===== src/hdl/stpi_pkg.sv =====
// stpi_pkg: shared constants, codes and types for the speed table interpolation block
// used by stpi_front, stpi_back and speed_table_interpolation; no dependencies
package stpi_pkg;
  localparam int NUM_CHANNELS = 16;
  localparam int NUM_POINTS   = 10;
  localparam int CH_W   = 4;
  localparam int PT_W   = 4;
  localparam int ADDR_W = $clog2(NUM_CHANNELS * NUM_POINTS);
  localparam int IDX_W  = $clog2(NUM_POINTS);

  localparam logic [1:0] REQ_COMP = 2'd0;
  localparam logic [1:0] REQ_BP   = 2'd1;
  localparam logic [1:0] REQ_OFS  = 2'd2;

  localparam logic [1:0] ST_OK   = 2'd0;
  localparam logic [1:0] ST_ZERO = 2'd1;
  localparam logic [1:0] ST_SAT  = 2'd2;

  typedef struct packed {
    logic [1:0]        kind;
    logic [CH_W-1:0]   channel;
    logic [PT_W-1:0]   point;
    logic [15:0]       value;
    logic [15:0]       rpm;
    logic signed [15:0] raw;
  } item_t;

  typedef struct packed {
    logic  valid;
    item_t item;
  } queue_head_t;
endpackage


===== src/hdl/stpi_front.sv =====
// stpi_front: accepts input transactions, drops ignored ones, queues the rest
// depends on stpi_pkg
module stpi_front (
  input  logic                clk,
  input  logic                rst,
  input  logic                s_tvalid,
  output logic                s_tready,
  input  logic [63:0]         s_tdata,
  input  logic [1:0]          s_tuser,
  output stpi_pkg::queue_head_t head,
  input  logic                pop
);
  stpi_pkg::item_t entry [2];
  logic [1:0] count;
  logic       rd_ptr;
  logic       wr_ptr;
  logic       keep;
  logic       push;
  stpi_pkg::item_t in_item;
  logic [stpi_pkg::CH_W-1:0] ch;
  logic [stpi_pkg::PT_W-1:0] pt;

  assign ch = s_tdata[3:0];
  assign pt = s_tdata[7:4];

  always_comb begin
    in_item.kind    = s_tuser;
    in_item.channel = ch;
    in_item.point   = pt;
    in_item.value   = s_tdata[23:8];
    in_item.rpm     = s_tdata[40:25];
    in_item.raw     = $signed(s_tdata[56:41]);
    case (s_tuser)
      stpi_pkg::REQ_COMP: keep = 32'(ch) < stpi_pkg::NUM_CHANNELS;
      stpi_pkg::REQ_BP:   keep = 32'(pt) < stpi_pkg::NUM_POINTS;
      stpi_pkg::REQ_OFS:  keep = (32'(ch) < stpi_pkg::NUM_CHANNELS) &&
                                 (32'(pt) < stpi_pkg::NUM_POINTS);
      default:            keep = 1'b0;
    endcase
  end

  assign s_tready   = count != 2'd2;
  assign push       = s_tvalid && s_tready && keep;
  assign head.valid = count != 2'd0;
  assign head.item  = entry[rd_ptr];

  always_ff @(posedge clk) begin
    if (push) begin
      entry[wr_ptr] <= in_item;
    end
    if (rst) begin
      count  <= 2'd0;
      rd_ptr <= 1'b0;
      wr_ptr <= 1'b0;
    end else begin
      if (push) begin
        wr_ptr <= ~wr_ptr;
      end
      if (pop) begin
        rd_ptr <= ~rd_ptr;
      end
      count <= count + 2'(push) - 2'(pop);
    end
  end

  assert property (@(posedge clk) disable iff (rst) pop |-> head.valid)
    else $error("pop from empty queue");
  assert property (@(posedge clk) disable iff (rst) count <= 2'd2)
    else $error("queue count overflow");
  assert property (@(posedge clk) disable iff (rst)
    (push && !pop) |=> count == $past(count) + 2'd1)
    else $error("queue count lost a push");
endmodule


===== config.mk =====
export PLATFORM = sky130hd
export DESIGN_NAME = stpi_front
export DESIGN_NICKNAME = d
export VERILOG_FILES = /design/src/hdl/stpi_pkg.sv /design/src/hdl/stpi_front.sv
export SDC_FILE = /design/constraint.sdc
export NUM_CORES = 1
export LEC_CHECK = 0
export ABC_AREA = 1
export BUFFER_PORTS_ARGS = -buffer_cell sky130_fd_sc_hd__buf_2
export CORE_ASPECT_RATIO = 1.4
export CORE_MARGIN = 1.5
export CORE_UTILIZATION = 58
export CTS_BUF_LIST = sky130_fd_sc_hd__clkbuf_8
export CTS_CLUSTER_DIAMETER = 50
export DETAILED_ROUTE_END_ITERATION = 10
export HOLD_SLACK_MARGIN = 0.05
export PLACE_DENSITY = 0.92
export SLEW_MARGIN = 30
export SYNTH_ARGS = -nofsm -noshare
export SYNTH_HDL_FRONTEND = slang
export SYNTH_SLANG_ARGS = --single-unit

===== constraint.sdc =====
create_clock -name clk -period 6.1 [get_ports clk]
set_input_delay 0.305 -clock clk [delete_from_list [all_inputs] [get_ports clk]]
set_output_delay 0.305 -clock clk [all_outputs]
set_load 0.005 [all_outputs]

==> impl_metrics.toml, run 1 <==
[status]
outcome = "completed"

[power_and_ir_drop]
p_clk_share_pct = 38.1
leakagePower_uw = 0.00244
ir_worst_vdd_v = 0.000255
seqPwrFrac_pct = 51.2
switching_share_pct = 20.8
p_sw_uw = 394
power_density_nw_per_um2 = 306
intPower_uw = 1500
combPwrFrac_pct = 10.8

[synth]
synth_cells = 219
synth_top_area_share_pct = 76.7
synth_fp_nets = 293
synth_cell_types = 14
yosys-top-cells-area = "edfxtp_1 (77%), mux2_2 (9.4%), mux2_4 (6.6%)"
syn_area_um2 = 4540
synth_seq_cells = 121
syn_avg_cell_area_um2 = 20.7
synth-warning-count = 0
synth_area_leader_cell = "edfxtp_1"
yosysSeqAreaShare_pct = 78.9

[placed_design]
gp_congestion = 0.722
dp_hpwl_um = 5040
port_buffers = 121
dp.cells = 437
pre_cts_slack_ps = 3540

[final_layout]
layout_commonest_cell = "buf_2"
final_layout_size_suffix_gt1_share_pct = 49.8
antenna_cells = 0
final_util_pct = 80.8
fillers = 392
area_delta_synth_final_pct = 36.2
layout_common_cells = "buf_2 (121), edfxtp_1 (116), dlygate4sd3_1 (53), mux2_2 (38), mux2_4 (20)"
final_cells = 522
final_nets = 483

[critical_path]
path_buf_inv = 2
arrival_ps = 2310
path_cells = "buf_4, mux2_2, buf_2"
timing.rr.end = "entry[0][53]"
criticalPathCategory = "flip-flop to output port"
critPathLaunchType = "flip-flop"
crit_path_max_fanout = 38
max_stage_delay_ps = 730
r2r_start = "count[0]"
crit_slowest_cell = "dfxtp_2"
r2r_slack_ps = 3820
critPathTopFamily = "flip-flops"
critPathCaptureType = "output port"
reg2reg_depth = 5
required_ps = 5790

[timing]
rsz0062_at_grt = "no"
fmax_mhz = 383
hold_viol = 0
worst_slew_pin_slew_ps = 664
layout_setup_ws_ps = 3490
fin_crit_sh_pct = 42.8
setup_viol = 0
fin_crit_ps = 2610
drv_slew = 0
slew_headroom_pct = 55.6
fin_skew_ps = 11.4
tns_ps = 0

[clock_network]
cts_buffers = 17
clock_latency_ps = 430
post_cts_buffers = 0
root_buffer = "clkbuf_8"
cts_max_path_buffers = 2
clock-sinks = 121
h-tree-depth = 4
tritoncts = "done"
path_clk_slew_ps = 70

[run]
maxCapViolCount = 0

[die]
fp.dieH_um = 108
die-area_um2 = 8380
start_util_pct = 59.3
placementRows = 38
coreArea_um2 = 7650
die_w_um = 77.8
ios = 130

[global_route]
grt_pass1_wl_um = 13800
grt_pass1_vias = 2889
grt_max_degree = 39
grt_antenna_before_repair = 0
grt_usage_pct = 23.2
grt_remaining_overflow = 0

[routing]
postRouteAntennaNets = 0
drt_iter0_markers = 118
via_per_inst = 5.08
wire_per_inst_um = 17.4
vias = 2651
firstDrtPassIters = 5
wl_um = 9110
drcViolationCount = 0

[min_path]
hold_depth = 1
hold_start = "s_tdata[56]"
hp-class = "primary input to flip-flop"
holdPathEnd = "entry[0][15]"
cell usage after synthesis:
library cell and number:
a21oi_1 3, buf_2 3, ha_1 4, nor2_1 5
buf_6 3, mux2_2 38, dfxtp_1 5, o21ai_0 2
xnor2_1 2, nand3_1 1, edfxtp_1 116, mux2_4 20
nand2_1 7, inv_1 10
cell families (layout without fill, tap and decap cells):
kind of cell	Yosys count	count (layout)	share of synthesized area, %
multiplexers	58	58	16.0
AO/OA/AOI/OAI	5	5	0.551
AND/OR/NAND/NOR	13	13	1.10
adder cells (fa/ha/maj)	4	4	1.10
flip-flops	121	121	78.9
buffers and inverters	16	219	1.90
XOR/XNOR	2	2	0.386
power by group through the flow:
stage | combinational [uW] | clock, uW | sequential [uW]
2_1_floorplan | 104 | 0 | 979
3_3_place_gp | 167 | 0 | 983
4_1_cts | 201 | 725 | 969
5_1_grt | 220 | 764 | 972
3_5_place_dp | 174 | 0 | 986
6_report | 204 | 721 | 969
per-stage QoR:
| step | total power [uW] | hold slack, ps | instance area, um2 |
|---|---|---|---|
| 6_report | 1890 | 74.1 | 6180 |
| 5_1_grt | 1960 | 52.0 | 6180 |
| 4_1_cts | 1900 | 50.2 | 6180 |
| 3_5_place_dp | 1160 | 496 | 5250 |
| 3_3_place_gp | 1150 | 486 | 5250 |
| 2_1_floorplan | 1080 | 376 | 4540 |
routing by layer:
metal / wire length, um / share of wire, % / GRT usage [%]
met1: 3080 / 34 / 22.0
met5: 0 / 0 / 0
met3: 503 / 5.5 / 7.80
met4: 329 / 3.6 / 14.5
met2: 5200 / 57 / 41.9
cell type report:
type | count | area [um2] | area share [%]
Clock buffer | 17 | 234 | 3.78
Clock inverter | 15 | 166 | 2.69
Inverter | 10 | 37.5 | 0.607
Multi-Input combinational cell | 82 | 878 | 14.2
Sequential cell | 121 | 3580 | 58.0
Tap cell | 100 | 125 | 2.02
Timing Repair Buffer | 177 | 1160 | 18.7
registers in the layout, indices dropped and copies added (netlist names), named ones only:
register / count
entry: 116
rd_ptr: 1
wr_ptr: 1
count: 2
how the worst max path moves through the flow:
stage | endpoint | slack, ps | cells after the start
3_5_place_dp | entry[0][54] | 3540 | 8
4_1_cts | head[0] | 3430 | 3
6_report | head[0] | 3490 | 3
2_1_floorplan | entry[0][0] | 2360 | 6
3_3_place_gp | entry[0][9] | 3590 | 8
5_1_grt | head[0] | 3360 | 3
repair_timing:
action                                 4_1_cts  5_1_grt
endpoints found under the hold margin      104        0
hold buffers                                53        0
resized for setup                            0        0
worst reg2reg max path, delay by kind of cell, from the launching register on:
kind / cells / cell delay (ps)
compound gates: 1 / 230
buf+inv: 2 / 620
flops: 1 / 350
simple gates: 2 / 700
Note: power is estimated with default switching activity, not from simulation.
==> inputs of run 2 (changes only) <==
--- a/config.mk
+++ b/config.mk
@@ -9,12 +9,12 @@
 export BUFFER_PORTS_ARGS = -buffer_cell sky130_fd_sc_hd__buf_2
 export CORE_ASPECT_RATIO = 1.4
 export CORE_MARGIN = 1.5
-export CORE_UTILIZATION = 58
+export CORE_UTILIZATION = 53
 export CTS_BUF_LIST = sky130_fd_sc_hd__clkbuf_8
 export CTS_CLUSTER_DIAMETER = 50
 export DETAILED_ROUTE_END_ITERATION = 10
 export HOLD_SLACK_MARGIN = 0.05
-export PLACE_DENSITY = 0.92
+export PLACE_DENSITY = 0.85
 export SLEW_MARGIN = 30
 export SYNTH_ARGS = -nofsm -noshare
 export SYNTH_HDL_FRONTEND = slang
==> constraint.sdc (replaced) <==
create_clock -name clk -period 2.6 [get_ports clk]
set_input_delay 0.13 -clock clk [delete_from_list [all_inputs] [get_ports clk]]
set_output_delay 0.13 -clock clk [all_outputs]
set_load 0.005 [all_outputs]
==> impl_metrics.toml, run 2 (synthesis gave the netlist of run 1 again) <==
[placed_design]
gp_congestion = 0.704
pre_cts_slack_ps = 711
dp_hpwl_um = 5020
port_buffers = 121

[routing]
wire_per_inst_um = 16.3
drt_iter0_markers = 165
via_per_inst = 4.91
postRouteAntennaNets = 0
firstDrtPassIters = 4
vias = 2625
drcViolationCount = 0
wl_um = 8700

[final_layout]
final_layout_size_suffix_gt1_share_pct = 50.3
largestRegisters = "entry: 116 flops, count: 2 flops"
largest_register = "entry"
final_nets = 494
layout_common_cells = "buf_2 (121), edfxtp_1 (116), dlygate4sd3_1 (61), mux2_2 (38), mux2_4 (20)"
final_util_pct = 77.5
largest_reg_flops = 116
area_delta_synth_final_pct = 40.8
antenna_cells = 0
layout_commonest_cell = "buf_2"

[clock_network]
h-tree-depth = 4
post_cts_buffers = 0
root_buffer = "clkbuf_8"
clock_latency_ps = 420
tritoncts = "done"
path_clk_slew_ps = 70
cts_buffers = 17
clock-sinks = 121
cts_max_path_buffers = 2

[timing]
tns_ps = 0
hold_viol = 0
worst_slew_pin_slew_ps = 624
fin_crit_sh_pct = 81.6
slew_headroom_pct = 58.4
fmax_mhz = 471
fin_skew_ps = 9.10
fin_crit_ps = 2120
setup_viol = 0
drv_slew = 0
layout_setup_ws_ps = 478
rsz0062_at_grt = "no"

[power_and_ir_drop]
leakagePower_uw = 0.00252
power_density_nw_per_um2 = 751
ir_worst_vdd_v = 0.000605

[critical_path]
path_buf_inv = 4
crit_top_cell = "ha_1"
critPathTopFamily = "buffers and inverters"
criticalPathCategory = "primary input to flip-flop"
critPathCaptureType = "flip-flop"
crit_slowest_cell = "dlygate4sd3_1"
required_ps = 2910
crit_path_max_fanout = 4
arrival_ps = 2440
max_stage_delay_ps = 540
path_cells = "dlygate4sd3_1, buf_2, ha_1, inv_1, nand2_1, a21oi_1, nand2_1, ha_1, inv_1, ha_1, xnor2_1, o21ai_0, a21oi_1"
r2r_slack_ps = 720
critPathLaunchType = "primary input"

[die]
start_util_pct = 55.1
die_w_um = 81.2
coreArea_um2 = 8250
placementRows = 39
fp.dieH_um = 113
die-area_um2 = 9140
ios = 130

[global_route]
grt_antenna_before_repair = 0
grt_usage_pct = 20.9
grt_max_degree = 31
grt_pass1_vias = 2926
grt_remaining_overflow = 0
grt_pass1_wl_um = 13500

[run]
maxCapViolCount = 0

[status]
outcome = "completed"

[min_path]
hp-class = "primary input to flip-flop"
[run 2: cell count changes in the layout (fill, tap and decap cells not counted)]
| cell | change |
|---|---|
| buf_12 | +1 |
| buf_4 | +2 |
| bufinv_16 | +3 |
| clkinv_1 | -4 |
| clkinv_2 | -1 |
| clkinv_4 | +1 |
| clkinvlp_4 | +2 |
| dlygate4sd3_1 | +8 |
| inv_1 | -1 |
[run 2: final timing paths]
check	from	endpoint	cells past startpoint
max reg2reg	count[0]	count[1]	9
min reg2reg	count[1]	count[1]	2
min	s_tvalid	wr_ptr	5
max	s_tuser[0]	count[1]	13
[run 2: what timing repair did]
action                    CTS  global route
hold buffers               61             0
resized for setup           0             0
hold endpoints to repair  121             0
[run 2: worst min-delay path: cells and delay by family]
family | cells | cell delay, ps
AOI/OAI and AO/OA | 2 | 220
buffers and inverters | 1 | 100
and+or+nand+nor | 2 | 120
[run 2: area by class of cell]
class                           instances  area (um2)
Inverter                               10        37.5
Fill cell                             443        1850
Sequential cell                       121        3580
Tap cell                              102         128
Timing Repair Buffer                  188        1270
Multi-Input combinational cell         82         878
Clock inverter                         15         256
Clock buffer                           17         234
[run 2: per-layer routing]
metal  vias up  GRT usage, %  wire length (um)
li1       1242             -                 -
met1      1264          21.8              3320
met2       103          36.3              4750
met3        16          7.32               452
met4         0          10.5               174
met5         -             0                 0
[run 2: per-stage QoR]
step | power [uW] | cell area [um2] | std cells | hold slack [ps]
after global routing | 4960 | 6390 | 535 | 199
after global placement | 2710 | 5290 | 442 | 318
after CTS | 4820 | 6390 | 535 | 124
after floorplan | 2540 | 4550 | 219 | 201
after detailed placement | 2730 | 5290 | 442 | 322
final | 4800 | 6390 | 535 | 186
[run 2: where the power goes]
part,total (uW),switching (uW),internal [uW]
Clock,2030,706,1320
Sequential,2270,39.3,2230
Combinational,498,210,288
Total,4800,955,3840
